### config.mk
export PLATFORM = sky130hd
export DESIGN_NAME = mte_tap_div
export DESIGN_NICKNAME = d
export VERILOG_FILES = /design/src/sv/mte_pkg.sv /design/src/sv/mte_tap_div.sv
export SDC_FILE = /design/constraint.sdc
export NUM_CORES = 1
export LEC_CHECK = 0
export CAP_MARGIN = 40
export CORE_MARGIN = 4
export CORE_UTILIZATION = 25
export CTS_BUF_LIST = sky130_fd_sc_hd__clkbuf_4 sky130_fd_sc_hd__clkbuf_8
export DETAILED_ROUTE_END_ITERATION = 12
export DONT_BUFFER_PORTS = 1
export HOLD_SLACK_MARGIN = 0.1
export PLACE_DENSITY = 0.47
export SYNTH_ARGS = -nofsm -noshare
export SYNTH_HDL_FRONTEND = slang
export SYNTH_SLANG_ARGS = --single-unit
export TNS_END_PERCENT = 20
### constraint.sdc
create_clock -name clk -period 19.74 [get_ports clk]
set_clock_uncertainty 0.1 [all_clocks]
set_input_delay 2.961 -clock clk [delete_from_list [all_inputs] [get_ports clk]]
set_output_delay 2.961 -clock clk [all_outputs]
set_load 0.01 [all_outputs]
### src/sv/mte_pkg.sv
package mte_pkg;

  localparam int HISTORY_FRAMES = 4096;
  localparam int ADDR_BITS      = $clog2(HISTORY_FRAMES);
  localparam int SAMPLE_BITS    = 16;
  localparam int FRAME_BITS     = 2 * SAMPLE_BITS;
  localparam int TAP_BITS       = 5;
  localparam int TERM_BITS      = SAMPLE_BITS + 1;
  localparam int ACC_BITS       = SAMPLE_BITS + 5;
  localparam int RECIP_SHIFT    = 20;
  localparam int RECIP_BITS     = 20;
  localparam int CFG_INDEX_BITS = 2;
  localparam int CFG_DATA_BITS  = 8;

  localparam logic [CFG_INDEX_BITS-1:0] REG_DELAY_FRAMES   = 2'd0;
  localparam logic [CFG_INDEX_BITS-1:0] REG_EXTRA_TAPS     = 2'd1;
  localparam logic [CFG_INDEX_BITS-1:0] REG_ALTERNATE_SIGN = 2'd2;
  localparam logic [CFG_INDEX_BITS-1:0] REG_LINEAR_DIVISOR = 2'd3;

  typedef enum logic [2:0] {
    ST_IDLE,
    ST_READ,
    ST_MULT,
    ST_ACC,
    ST_FINISH
  } mte_state_t;

  typedef struct packed {
    logic                load;
    logic [TAP_BITS-1:0] k;
    logic                linear;
    logic                negative;
    logic                entry_ok;
  } mte_tap_ctl_t;

  // ceil(2^20 / (k+1)); exact floor division for magnitudes up to 2^15
  function automatic logic [RECIP_BITS-1:0] recip(input logic [TAP_BITS-1:0] k);
    logic [RECIP_BITS-1:0] m;
    case (k)
      5'd1:    m = 20'd524288;
      5'd2:    m = 20'd349526;
      5'd3:    m = 20'd262144;
      5'd4:    m = 20'd209716;
      5'd5:    m = 20'd174763;
      5'd6:    m = 20'd149797;
      5'd7:    m = 20'd131072;
      5'd8:    m = 20'd116509;
      5'd9:    m = 20'd104858;
      5'd10:   m = 20'd95326;
      5'd11:   m = 20'd87382;
      5'd12:   m = 20'd80660;
      5'd13:   m = 20'd74899;
      5'd14:   m = 20'd69906;
      5'd15:   m = 20'd65536;
      5'd16:   m = 20'd61681;
      default: m = '0;
    endcase
    return m;
  endfunction

endpackage

### src/sv/mte_tap_div.sv
module mte_tap_div (
  input  logic                                 clk,
  input  mte_pkg::mte_tap_ctl_t                ctl,
  input  logic signed [mte_pkg::SAMPLE_BITS-1:0] sample,
  output logic signed [mte_pkg::TERM_BITS-1:0]   term
);
  import mte_pkg::*;

  logic [SAMPLE_BITS-1:0]            mag;
  logic [SAMPLE_BITS+RECIP_BITS-1:0] prod;
  logic [SAMPLE_BITS-1:0]            pow_q;
  logic                              neg_r;
  logic                              lin_r;
  logic                              ok_r;
  logic [SAMPLE_BITS-1:0]            q;

  // magnitude of the most negative sample is still representable unsigned
  assign mag = sample[SAMPLE_BITS-1] ? SAMPLE_BITS'(-sample) : SAMPLE_BITS'(sample);

  always_ff @(posedge clk) begin
    if (ctl.load) begin
      prod  <= mag * recip(ctl.k);
      pow_q <= mag >> ctl.k;
      neg_r <= sample[SAMPLE_BITS-1] ^ ctl.negative;
      lin_r <= ctl.linear;
      ok_r  <= ctl.entry_ok;
    end
  end

  assign q = lin_r ? prod[RECIP_SHIFT +: SAMPLE_BITS] : pow_q;

  always_comb begin
    if (!ok_r) begin
      term = '0;
    end else if (neg_r) begin
      term = -$signed({1'b0, q});
    end else begin
      term = $signed({1'b0, q});
    end
  end

endmodule

; After elaboration in Yosys (flattened, before gate mapping)
; Memory sizes are Yosys's and may differ from the RTL's.
; Index checks and enable logic that the tools add are counted.
[totals]
ff_bits = 55
mem_bits_ro = 640
inputBits = 26
output_inout_bits = 17
word_cells = 16
n_memories = 1
[memory_table]
columns = memory, words, width, rd, rd_clocked_by_memory_dff, wr, line_no
row1 = (no name shown), 32, 20, 1, 0, 0, mte_pkg.sv:39  ; case (k)
[classes]
n_addsub = 2
n_mul = 1
shifts = 1
n_mux = 5
bitwise = 1
[op_table]
columns = operator, count
row1 = $mul 16x20->36, 1
row2 = $mux 17, 2
row3 = $mux 16, 2
row4 = $mux 20, 1
row5 = $neg 16->17, 1
row6 = $neg 16->16, 1
row7 = $shr 16x5->16, 1
row8 = $xor 1x1->1, 1

; Depth between registers and ports, before layout
; Gate-level depths: netlist of run 1.
[logic_depth]
word_depth = 4
ltp_mapped = 32
ltp_nobuf = 28

; Worst setup path after synthesis of run 1
; No wires, ideal clock.
[synth_path]
kind = in2reg
startpoint = in ctl[3] in the netlist's numbering
endpoint = reg prod[32] (data pin)
setup_time_ps = 262
arrival_ps = 10117
required_time_ps = 19378
setup_slack_ps = 9261
path_stages = 30
path_buffers = 4
path_cell_list = clkbuf_1 inv_1 clkbuf_1 ha_1 nor2b_1 nor2_1 a21oi_1 nor2_1 o21ai_1 clkbuf_1 nand2_1 fa_1 inv_1 fa_1 fa_1 fa_1 fa_1 inv_1 fa_1 inv_1 ha_1 clkbuf_1 a21o_1 a21o_1 a21oi_1 o21ai_0 a2111o_1 a21oi_1 o21bai_1 xor2_1
[synth_via]
elab_chain_cells = 3
[synth_rtl]
columns = item, line_no
row1 = from (decl), mte_tap_div.sv:3  ; input mte_pkg::mte_tap_ctl_t ctl,
row2 = $mem_v2 32x20, n/a
row3 = $mux 20, mte_tap_div.sv:21  ; if (ctl.load) begin
row4 = $mul 16x20->36, mte_tap_div.sv:22  ; prod <= mag * recip(ctl.k);
row5 = to (signal assigned), mte_tap_div.sv:22
row6 = to (decl), mte_tap_div.sv:10  ; logic [SAMPLE_BITS+RECIP_BITS-1:0] prod;
; Every way passes these cells. The select of a mux whose other input is x is not followed.
; A chain may end at the register's enable or synchronous reset.

; Final worst setup path of run 1
[layout_path]
startpoint = in ctl[3] in the netlist's numbering
endpoint = reg prod[35] (data pin)
; Same word-level chain as after synthesis.

==> results of run 1 <==
power groups by stage:
stage | Clock, mW | Combinational (mW) | Sequential [mW]
6_report | 0.0552 | 1.02 | 0.129
5_1_grt | 0.0610 | 1.16 | 0.131
4_1_cts | 0.0573 | 1.04 | 0.129
3_5_place_dp | 0 | 1.02 | 0.130
3_3_place_gp | 0 | 1.02 | 0.129
2_1_floorplan | 0 | 0.711 | 0.121
placed cells by master (no fill, tap or decap), types with 5 or more instances in the layout:
cell	n
nand4_1	6
o31ai_1	9
clkbuf_8	5
xor2_1	23
o21ai_0	34
a211oi_1	5
and3_1	9
nor3_1	19
nand2b_1	11
nand3_1	13
nand2_1	246
inv_1	290
a21oi_1	54
o21ai_1	11
mux2_2	6
buf_4	38
o21a_1	9
and2_1	38
xnor2_1	24
ha_1	114
mux2i_1	20
or3_1	8
fa_1	249
nor2_1	148
o22ai_1	9
nor2b_1	9
edfxtp_1	35
a21o_1	17
layout make-up:
class | instances | area (um^2)
fill | 5764 | 38390
multi-input combinational | 1173 | 10970
inverter | 291 | 1092
sequential | 35 | 1051
tap | 688 | 860.8
timing repair buffer | 40 | 305.3
clock buffer | 5 | 68.82
clock inverter | 3 | 23.77
state kept, by name, summed over array words and instances (netlist names):
register and flops:
prod 16, ok_r 1, lin_r 1, neg_r 1, pow_q 16
routing by layer:
layer | share of wire | up-vias | wire length (um)
met5 | 0 | - | 0
li1 | - | 4883 | -
met3 | 0.055 | 36 | 2307
met1 | 0.45 | 5466 | 18720
met2 | 0.48 | 291 | 19970
met4 | 0.020 | 0 | 827
logic make-up after synthesis:
family,Yosys count,synth area share
flip-flops,35,0.07873
XOR/XNOR,52,0.03468
AND/OR/NAND/NOR,526,0.1726
buffers and inverters,364,0.1036
AO/OA/AOI/OAI,201,0.1017
multiplexers,31,0.02849
adder cells (fa/ha/maj),363,0.4803
through the flow:
step,cell area [um^2],setup WS [ns],instances,power [mW]
4_1_cts,14370,9.076,2235,1.223
6_report,14370,8.959,2235,1.205
5_1_grt,14370,8.545,2235,1.354
3_3_place_gp,14220,8.746,2220,1.150
3_5_place_dp,14280,8.772,2227,1.154
2_1_floorplan,13350,9.261,1572,0.8318
worst max-delay path by stage:
stage / to / depth (start not counted) / startpoint
global route: prod[35]$_DFFE_PP_ / 27 / ctl[3]
floorplan: prod[32]$_DFFE_PP_ / 30 / ctl[3]
CTS: prod[32]$_DFFE_PP_ / 28 / ctl[3]
global placement: prod[35]$_DFFE_PP_ / 24 / ctl[4]
finish: prod[35]$_DFFE_PP_ / 27 / ctl[3]
detailed placement: prod[35]$_DFFE_PP_ / 27 / ctl[3]
==> results.rst, run 1 <==
.. list-table::
   :header-rows: 1

   * - Metric
     - Value
   * - Status
     - completed
   * - Most frequent cells after synthesis
     - 290 x inv_1, 249 x fa_1, 246 x nand2_1
   * - Number of cells on the worst hold path
     - 0
   * - Met2 Usage GRT
     - 0.2532
   * - Standby leakage power
     - 6.796 nW
   * - Switching power as a share of total power
     - 0.5755
   * - P&R area growth vs syn
     - 7.658%
   * - Layout cells sized above 1
     - 0.05495
   * - Sequential Power Share
     - 0.107
   * - Hold-fix buffers at CTS
     - 0
   * - Wire length of the first global-routing pass
     - 67140 um
   * - GRT Util Overall
     - 0.1494
   * - Chip Height
     - 239.1 um
   * - Number of synthesized flops with an enable pin
     - 35
   * - Buffer depth of the longest clock path
     - 2
   * - Global route overflow
     - 0
   * - Largest delay share family, worst path
     - adder cells
   * - CTS Root Cell
     - clkbuf_8
   * - Average cell area after synthesis
     - ~8.5 um^2
   * - Fin crit share
     - 0.5462
   * - Antenna violations before repair
     - 1
   * - Total Wirelength
     - 41830 um
   * - Number of buffers and inverters on the critical path
     - 7
   * - Comb power frac
     - 0.847
   * - Largest fanout on the critical path
     - 19
   * - Largest cells by area after synthesis
     - fa_1 37%, ha_1 11%, inv_1 8.2%, edfxtp_1 7.9%, nand2_1 6.9%
   * - CP startpoint kind
     - input port
   * - Maximum number of pins on one net before global-route repair
     - 40
   * - Fraction of the yosys area taken by sequential cells
     - 0.07873
   * - # DRC
     - 0
   * - Chip width
     - between 200 and 250 um
   * - Antenna diodes
     - 0
   * - Placeable core region
     - 52760 um^2
   * - Clock H-tree levels
     - 2
   * - Number of buffers created by CTS
     - 5
   * - Slew HR
     - 0.3886
   * - Dominant cell by count in the synthesized netlist
     - inv_1
   * - Final-report max-slew violation count
     - 0
   * - Global placement routability congestion
     - 0.8863
   * - Hold slack
     - 2.653 ns
   * - Resized cells post-CTS
     - 0
   * - Number of flip-flops and latches in the synthesized netlist
     - 35
   * - Yosys top cell area share
     - 0.3734
   * - Highest-delay cell along the critical path
     - o21ai_0
   * - Total negative slack for setup checks
     - 0 ns
   * - Hpwl dp
     - 34600 um
   * - Initial standard-cell utilization of the core
     - 0.2530
   * - Met1 GRT Util
     - 0.2067
   * - Required time at the endpoint of the critical path
     - slightly below 20 ns
   * - Highest clock rate
     - 0.09275 GHz
   * - Number of placement rows
     - 84
   * - Time the worst path needs with I/O delays and setup
     - 10.78 ns
   * - I/O pin count
     - 43
   * - Hold WC Path Type
     - in -> reg
   * - Core utilization of the finished layout
     - 0.2724
   * - Sink Count
     - 35
   * - Share of synthesized flip-flops with an asynchronous set or reset
     - 0
   * - Worst Path Class, Setup
     - in -> reg
   * - Wirelength per Cell
     - between 15 and 20 um
   * - Global routing usage on met3
     - 0.01684
   * - Clock transition at the registers of the reported paths
     - 0.08 ns
   * - Number of warnings issued by yosys
     - 0
   * - Cell area after synthesis
     - 13350 um^2
   * - Worst Hold Launch
     - ctl[2]
   * - Total via count after detailed routing
     - 10680
   * - Setup Fix Bufs, Post-CTS
     - 0
   * - RSZ-0062 raised after global routing
     - false
   * - Die footprint
     - 57160 um^2
   * - Main synth FF type
     - edfxtp_1
   * - Final hold violations
     - 0
   * - Power share of the clock group
     - 0.046
   * - Number of max-cap violations
     - 0
   * - Post-detailed-route via-to-cell ratio
     - 4.777
   * - Largest voltage drop on the vdd net
     - 0.06106 mV
   * - Slew at the pin with the worst max-slew slack
     - ~0.91 ns
   * - Power Internal
     - 0.5116 mW
   * - Post-synthesis cell type with the largest combined area
     - fa_1
   * - Clock tree from TritonCTS
     - done
   * - First-iteration detailed-routing DRC count
     - approximately 600
   * - Switching power summed over all nets
     - 0.6934 mW
   * - Number of I/O port buffers
     - 0
   * - Number of nets produced by synthesis
     - roughly 2000
   * - Vias in the first global route
     - around 12000
   * - Number of distinct library cells after synthesis
     - 74
   * - Detailed-router iteration count before antenna repair
     - 5
   * - Critical Path AT
     - 10.71 ns
   * - Antenna-violating nets left
     - 0
   * - Final net count
     - 1935
   * - Hold Path End
     - lin_r$_DFFE_PP_
   * - Power density over cell area
     - 83.84 nW/um^2
   * - Number of failing setup endpoints in the final timing report
     - 0
   * - Endpoint class of the critical path
     - flip-flop
   * - Most congested layer reported by global routing
     - met2
   * - Max stage delay on crit path
     - 0.66 ns
   * - Number of instances in the synthesized netlist
     - around 1600
Power figures use the tool's default switching activity.
==> run 2, diff against run 1 <==
--- a/config.mk
+++ b/config.mk
@@ -12,7 +12,7 @@
 export DETAILED_ROUTE_END_ITERATION = 12
 export DONT_BUFFER_PORTS = 1
 export HOLD_SLACK_MARGIN = 0.1
-export PLACE_DENSITY = 0.47
+export PLACE_DENSITY = 0.49
 export SYNTH_ARGS = -nofsm -noshare
 export SYNTH_HDL_FRONTEND = slang
 export SYNTH_SLANG_ARGS = --single-unit
==> constraint.sdc (replaced) <==
create_clock -name clk -period 9.6 [get_ports clk]
set_clock_uncertainty 0.1 [all_clocks]
set_input_delay 1.44 -clock clk [delete_from_list [all_inputs] [get_ports clk]]
set_output_delay 1.44 -clock clk [all_outputs]
set_load 0.01 [all_outputs]
==> run 2 against run 1 <==
Net effect: sequential share of layout area shrank 0.064 points; combinational power rose by 110%; critical path type unchanged; final area rose by 0.89%; non-clock buffer count is 18 higher; via count rose by 0.86%; largest cell class unchanged; hold slack worse by 1.5 ns; power up 110%; critical endpoint unchanged.
==> results.rst, run 2 (synthesis results as in run 1) <==
.. list-table::
   :header-rows: 1

   * - Metric
     - Value
   * - Status
     - completed
   * - Post-detailed-route via-to-cell ratio
     - 4.777 (about the same)
   * - Design Power
     - 2.518 mW (+110%)
   * - Number of placement rows
     - 84 (unchanged)
   * - Number of buffers created by CTS
     - 5 (unchanged)
   * - Chip width
     - 239.1 um (unchanged)
   * - Initial standard-cell utilization of the core
     - 0.2530 (unchanged)
   * - Largest delay share family, worst path
     - adder cells
   * - Worst Hold Launch
     - ctl[2]
   * - Detailed-router iteration count before antenna repair
     - 5 (unchanged)
   * - Layout Cells excl Fill
     - 2254 (+0.85%)
   * - GRT Util Overall
     - 0.1485 (-0.0009189)
   * - Largest fanout on the critical path
     - 30 (+11)
   * - CP dominant cell by count
     - fa_1
   * - Critical Path AT
     - 8.94 ns (-1.77 ns)
   * - Final-report max-slew violation count
     - 0 (unchanged)
   * - Hold slack
     - 1.137 ns (-1.515 ns)
   * - Wire length of the first global-routing pass
     - 66210 um (-1.4%)
   * - P&R area growth vs syn
     - 8.614%
   * - Antenna violations before repair
     - 0 (-1)
   * - Clock tree from TritonCTS
     - done
   * - Final net count
     - 1953 (+0.93%)
   * - Number of cells on the worst hold path
     - 0 (unchanged)
   * - Worst Path Class, Setup
     - in -> reg
   * - Fin crit share
     - 0.9395
   * - Largest voltage drop on the vdd net
     - 0.1298 mV (+110%)
   * - Most used cells in the layout excluding fill and tap cells
     - 290 x inv_1, 249 x fa_1, 246 x nand2_1
   * - Antenna-violating nets left
     - 0 (unchanged)
   * - Standby leakage power
     - 6.888 nW (+1.4%)
   * - Total Wirelength
     - 41990 um (+0.38%)
   * - Hold Path End
     - lin_r$_DFFE_PP_
   * - CP startpoint kind
     - input port
   * - Placeable core region
     - 52760 um^2 (unchanged)
   * - Sink Count
     - 35 (unchanged)
   * - Finished layout cell area
     - 14500 um^2 (+0.89%)
   * - CTS Root Cell
     - clkbuf_8
   * - Number of I/O port buffers
     - 0 (unchanged)
   * - Max stage delay on crit path
     - 0.55 ns (-0.11 ns)
   * - Core utilization of the finished layout
     - 0.2748 (+0.002419)
   * - Global route overflow
     - 0 (unchanged)
   * - Resized cells post-CTS
     - 0 (unchanged)
   * - Power density over cell area
     - 173.7 nW/um^2 (+110%)
   * - Clock H-tree levels
     - 2 (unchanged)
   * - Hpwl dp
     - 35240 um (+1.8%)
   * - Highest clock rate
     - between 0.1 and 0.15 GHz
   * - RSZ-0062 raised after global routing
     - false
   * - Highest-delay cell along the critical path
     - o21ai_0
   * - Largest registers in the final layout
     - pow_q x16, prod x16
   * - Time the worst path needs with I/O delays and setup
     - 9.019 ns
   * - Wirelength per Cell
     - 18.63 um (-0.47%)
   * - Minimum setup slack after placement
     - 0.2854 ns (-8.487 ns)
   * - Total negative slack for setup checks
     - 0 ns (unchanged)
   * - Number of max-cap violations
     - 0 (unchanged)
   * - Clock transition at the registers of the reported paths
     - 0.08 ns (about the same)
   * - Setup Fix Bufs, Post-CTS
     - 0 (unchanged)
   * - Slew at the pin with the worst max-slew slack
     - 0.8389 ns (-0.07119 ns)
   * - Slew HR
     - 0.4364 (+0.04783)
   * - Layout cells sized above 1
     - 0.06390 (+0.008953)
   * - Vias in the first global route
     - 11260 (-2.5%)
   * - Number of buffers and inverters on the critical path
     - 5 (-2)
   * - Maximum number of pins on one net before global-route repair
     - 40 (unchanged)
   * - Final hold violations
     - 0 (unchanged)
   * - Total via count after detailed routing
     - 10770 (+0.86%)
   * - PnR worst setup slack
     - 0.5809 ns (-8.378 ns)
   * - Hold WC Path Type
     - in -> reg
   * - I/O pin count
     - 43 (unchanged)
   * - Chip Height
     - 239.1 um (unchanged)
   * - # DRC
     - 0 (unchanged)
   * - Required time at the endpoint of the critical path
     - 9.52 ns (-10.15 ns)
   * - First-iteration detailed-routing DRC count
     - 729 (+21%)
   * - Hold-fix buffers at CTS
     - 0 (unchanged)
   * - Buffer depth of the longest clock path
     - 2 (unchanged)
   * - Endpoint class of the critical path
     - flip-flop
   * - Placed instance count
     - 2245 (+0.81%)
   * - Global placement routability congestion
     - 0.9018 (+1.7%)
   * - Die footprint
     - 57160 um^2 (unchanged)
   * - Post-place instance area
     - 14410 um^2 (+0.90%)
   * - Number of failing setup endpoints in the final timing report
     - 0 (unchanged)
   * - Most common library cell in the layout ignoring fill and taps
     - inv_1
## run 2: area by class of cell
type / count / area (um^2)
clock inverters: 2 / 12.51
multi-input cells: 1173 / 10950
flip-flops and latches: 35 / 1051
fillers: 5728 / 38260
inverters: 291 / 1092
well taps: 688 / 860.8
diodes: 1 / 2.502
repair buffers: 58 / 450.4
clock buffers: 6 / 76.32
## run 2: routing by layer
metal	vias to the layer above	global-route usage	routed length, um	part of all wire
met5	-	0	0	0
met4	0	0.04362	1364	0.032
met3	68	0.02457	2813	0.067
met2	348	0.2378	19310	0.46
met1	5438	0.2073	18490	0.44
li1	4914	-	-	-
## run 2: worst max-delay path by stage
| stage | from | end | slack, ns | cells after the start |
|---|---|---|---|---|
| finish | ctl[4] | prod[35]$_DFFE_PP_ | 0.58 | 26 |
| global route | ctl[4] | prod[35]$_DFFE_PP_ | 0.14 | 26 |
| CTS | ctl[4] | prod[35]$_DFFE_PP_ | 0.56 | 25 |
| detailed placement | ctl[4] | prod[35]$_DFFE_PP_ | 0.29 | 25 |
| global placement | ctl[4] | prod[35]$_DFFE_PP_ | 0.22 | 25 |
| floorplan | ctl[3] | prod[32]$_DFFE_PP_ | 0.64 | 30 |
## run 2: power by group
group          internal (mW)  switching [mW]
combinational          0.810            1.33
sequential             0.233          0.0362
clock                 0.0535          0.0558
total                   1.10            1.42
==> run 3, diff against run 2 <==
==> constraint.sdc (replaced) <==
create_clock -name clk -period 8.2 [get_ports clk]
set_clock_uncertainty 0.1 [all_clocks]
set_input_delay 1.23 -clock clk [delete_from_list [all_inputs] [get_ports clk]]
set_output_delay 1.23 -clock clk [all_outputs]
set_load 0.01 [all_outputs]
==> run 3 against run 2 <==
Net effect: largest cell class unchanged; wire length down 0.75%; sequential power grew 14%; core utilization is 1.6 points higher; critical endpoint is now prod[32]$_DFFE_PP_; power up 35%; combinational power up 37%; largest power group unchanged; critical path depth shrank 2; sequential cell count is the same; critical path type unchanged.
==> results.rst, run 3 (synthesis results as in run 1) <==
.. list-table::
   :header-rows: 1

   * - Metric
     - Value
   * - GRT Util Overall
     - 0.1489 (+0.0004071)
   * - Fillers
     - 5667 (-1.1%)
   * - Wirelength per Cell
     - 17.82 um (-4.3%)
   * - Most used cells in the layout excluding fill and tap cells
     - 290 x inv_1, 249 x fa_1, 246 x nand2_1
   * - Chip Height
     - 239.1 um (unchanged)
   * - Clock transition at the registers of the reported paths
     - 0.07 ns (about the same)
   * - CP startpoint kind
     - input port
   * - Worst Path Class, Setup
     - in -> reg
   * - Post-place instance area
     - 15150 um^2 (+5.2%)
   * - Critical Path AT
     - 7.93 ns (-1.01 ns)
   * - Antenna-violating nets left
     - 0 (unchanged)
   * - Standby leakage power
     - 7.365 nW (+6.9%)
   * - Status
     - completed
   * - Detailed-router iteration count before antenna repair
     - 5 (unchanged)
   * - Largest fanout on the critical path
     - 8 (-73%)
   * - First-iteration detailed-routing DRC count
     - 736 (+0.96%)
   * - Number of buffers created by CTS
     - 5 (unchanged)
   * - Finished layout cell area
     - 15360 um^2 (+5.9%)
   * - Power density over cell area
     - 221.8 nW/um^2 (+28%)
   * - Post-detailed-route via-to-cell ratio
     - 4.746 (-0.67%)
   * - Required time at the endpoint of the critical path
     - 8.13 ns (-1.39 ns)
   * - Highest-delay cell along the critical path
     - or4_4
   * - Most common library cell in the layout ignoring fill and taps
     - inv_1
   * - Sink Count
     - 35 (unchanged)
   * - Hold-fix buffers at CTS
     - 0 (unchanged)
   * - Largest delay share family, worst path
     - adder cells
   * - Multi-input gate area in the final layout
     - 11070 um^2 (+1.1%)
   * - # DRC
     - 0 (unchanged)
   * - Flip-flop and latch area
     - 1051 um^2 (unchanged)
   * - Largest voltage drop on the vdd net
     - 0.2359 mV (+82%)
   * - Final net count
     - 2038 (+4.4%)
   * - Total Wirelength
     - 41670 um (-0.75%)
   * - Hold WC Path Type
     - in -> reg
   * - Time the worst path needs with I/O delays and setup
     - 7.994 ns
   * - Total via count after detailed routing
     - 11100 (+3.0%)
   * - Vias in the first global route
     - 11880 (+5.5%)
   * - Number of buffers and inverters on the critical path
     - 4 (-1)
   * - Number of placement rows
     - 84 (unchanged)
   * - Slew at the pin with the worst max-slew slack
     - 0.7092 ns (-0.1298 ns)
   * - Antenna diodes
     - 0 (-1)
   * - Largest registers in the final layout
     - pow_q x16, prod x16
   * - Die footprint
     - 57160 um^2 (unchanged)
   * - Maximum number of pins on one net before global-route repair
     - 40 (unchanged)
   * - Number of I/O port buffers
     - 0 (unchanged)
   * - Slew HR
     - 0.5249 (+0.08848)
   * - Initial standard-cell utilization of the core
     - 0.2530 (unchanged)
   * - Clock H-tree levels
     - 2 (unchanged)
   * - CTS Root Cell
     - clkbuf_8
   * - I/O pin count
     - 43 (unchanged)
   * - Max stage delay on crit path
     - 0.59 ns (+0.04 ns)
   * - Core utilization of the finished layout
     - 0.2911 (+0.01634)
   * - Fin crit share
     - 0.9749
   * - P&R area growth vs syn
     - 15.07%
   * - Number of failing setup endpoints in the final timing report
     - 0 (unchanged)
   * - Antenna violations before repair
     - 0 (unchanged)
   * - Wire length of the first global-routing pass
     - 66890 um (+1.0%)
   * - CP dominant cell by count
     - fa_1
   * - Chip width
     - 239.1 um (unchanged)
   * - Endpoint class of the critical path
     - flip-flop
   * - Global route overflow
     - 0 (unchanged)
   * - Layout cells sized above 1
     - 0.1224 (+0.05853)
   * - Number of max-cap violations
     - 0 (unchanged)
   * - Total negative slack for setup checks
     - 0 ns (unchanged)
   * - Buffer depth of the longest clock path
     - 2 (unchanged)
   * - Hpwl dp
     - 35870 um (+1.8%)
   * - Global placement routability congestion
     - 0.9147 (+1.4%)
   * - Final hold violations
     - 0 (unchanged)
   * - Final-report max-slew violation count
     - 0 (unchanged)
   * - RSZ-0062 raised after global routing
     - true
   * - Placeable core region
     - 52760 um^2 (unchanged)
   * - Clock tree from TritonCTS
     - done
   * - Highest clock rate
     - roughly 0.13 GHz
   * - List of cells traversed by the critical path
     - or4_4 > nor4_4 > a21boi_1 > xnor2_1 > buf_4 > buf_4 > nor2_1 > fa_1 > fa_1 > fa_1 > fa_1 > fa_1 > inv_1 > fa_1 > inv_1 > ha_1 > a21o_1 > a21o_1 > a21oi_1 > o21ai_0 > a2111o_1 > a21oi_2 > o21bai_1 > xor2_1
[run 3: changes by cell type in the layout (fill, tap and decap cells not counted), moves of 2 or more]
cell,delta
a21oi_1,-2
a21oi_2,+2
buf_12,+8
buf_4,+80
buf_6,-2
nor3_1,-3
nor3_2,+3
o21ai_1,-2
o31ai_1,-3
o31ai_2,+2
xnor2_4,+2
[run 3: path summary, 6_finish.rpt]
check             startpoint            endpoint  slack, ns  cells after the start
hold / removal        ctl[0]      ok_r$_DFFE_PP_       0.94                      0
setup / recovery   sample[6]  prod[32]$_DFFE_PP_       0.21                     24
[run 3: what timing repair did]
action	4_1_cts	5_1_grt
setup endpoints to repair	0	8
gates resized for setup	0	15
setup buffers	0	1
[run 3: area by class of cell]
class / count / area share
Sequential cell: 35 / 0.06842
Multi-Input combinational cell: 1173 / 0.7207
Inverter: 291 / 0.07111
Timing Repair Buffer: 143 / 0.07640
Clock inverter: 3 / 0.002851
Clock buffer: 5 / 0.004480
Tap cell: 688 / 0.05604
[run 3: metrics by stage]
step	hold WS, ns	power, mW	setup WS, ns	cells
after global routing	0.9171	3.805	-0.06995	2338
after CTS	0.9282	3.441	0.1486	2337
after global placement	1.229	3.247	-0.1162	2329
after floorplan	1.229	2.007	0.005695	1572
final	0.9365	3.407	0.2056	2338
after detailed placement	1.229	3.257	-0.1311	2329
[run 3: where the power goes]
part | leakage, nW | internal, mW | switching (mW) | total, mW
sequential | 0.337 | 0.273 | 0.0353 | 0.308
combinational | 6.97 | 1.25 | 1.69 | 2.94
clock | 0.0581 | 0.0905 | 0.0638 | 0.154
[run 3: layer usage]
layer / vias to the layer above / routed length (um) / share of wire / global-route usage
met3: 64 / 2199 / 0.053 / 0.01719
met4: 0 / 1455 / 0.035 / 0.04732
met1: 5591 / 18550 / 0.45 / 0.2064
met5: - / 0 / 0 / 0
met2: 343 / 19470 / 0.47 / 0.2440
li1: 5097 / - / - / -
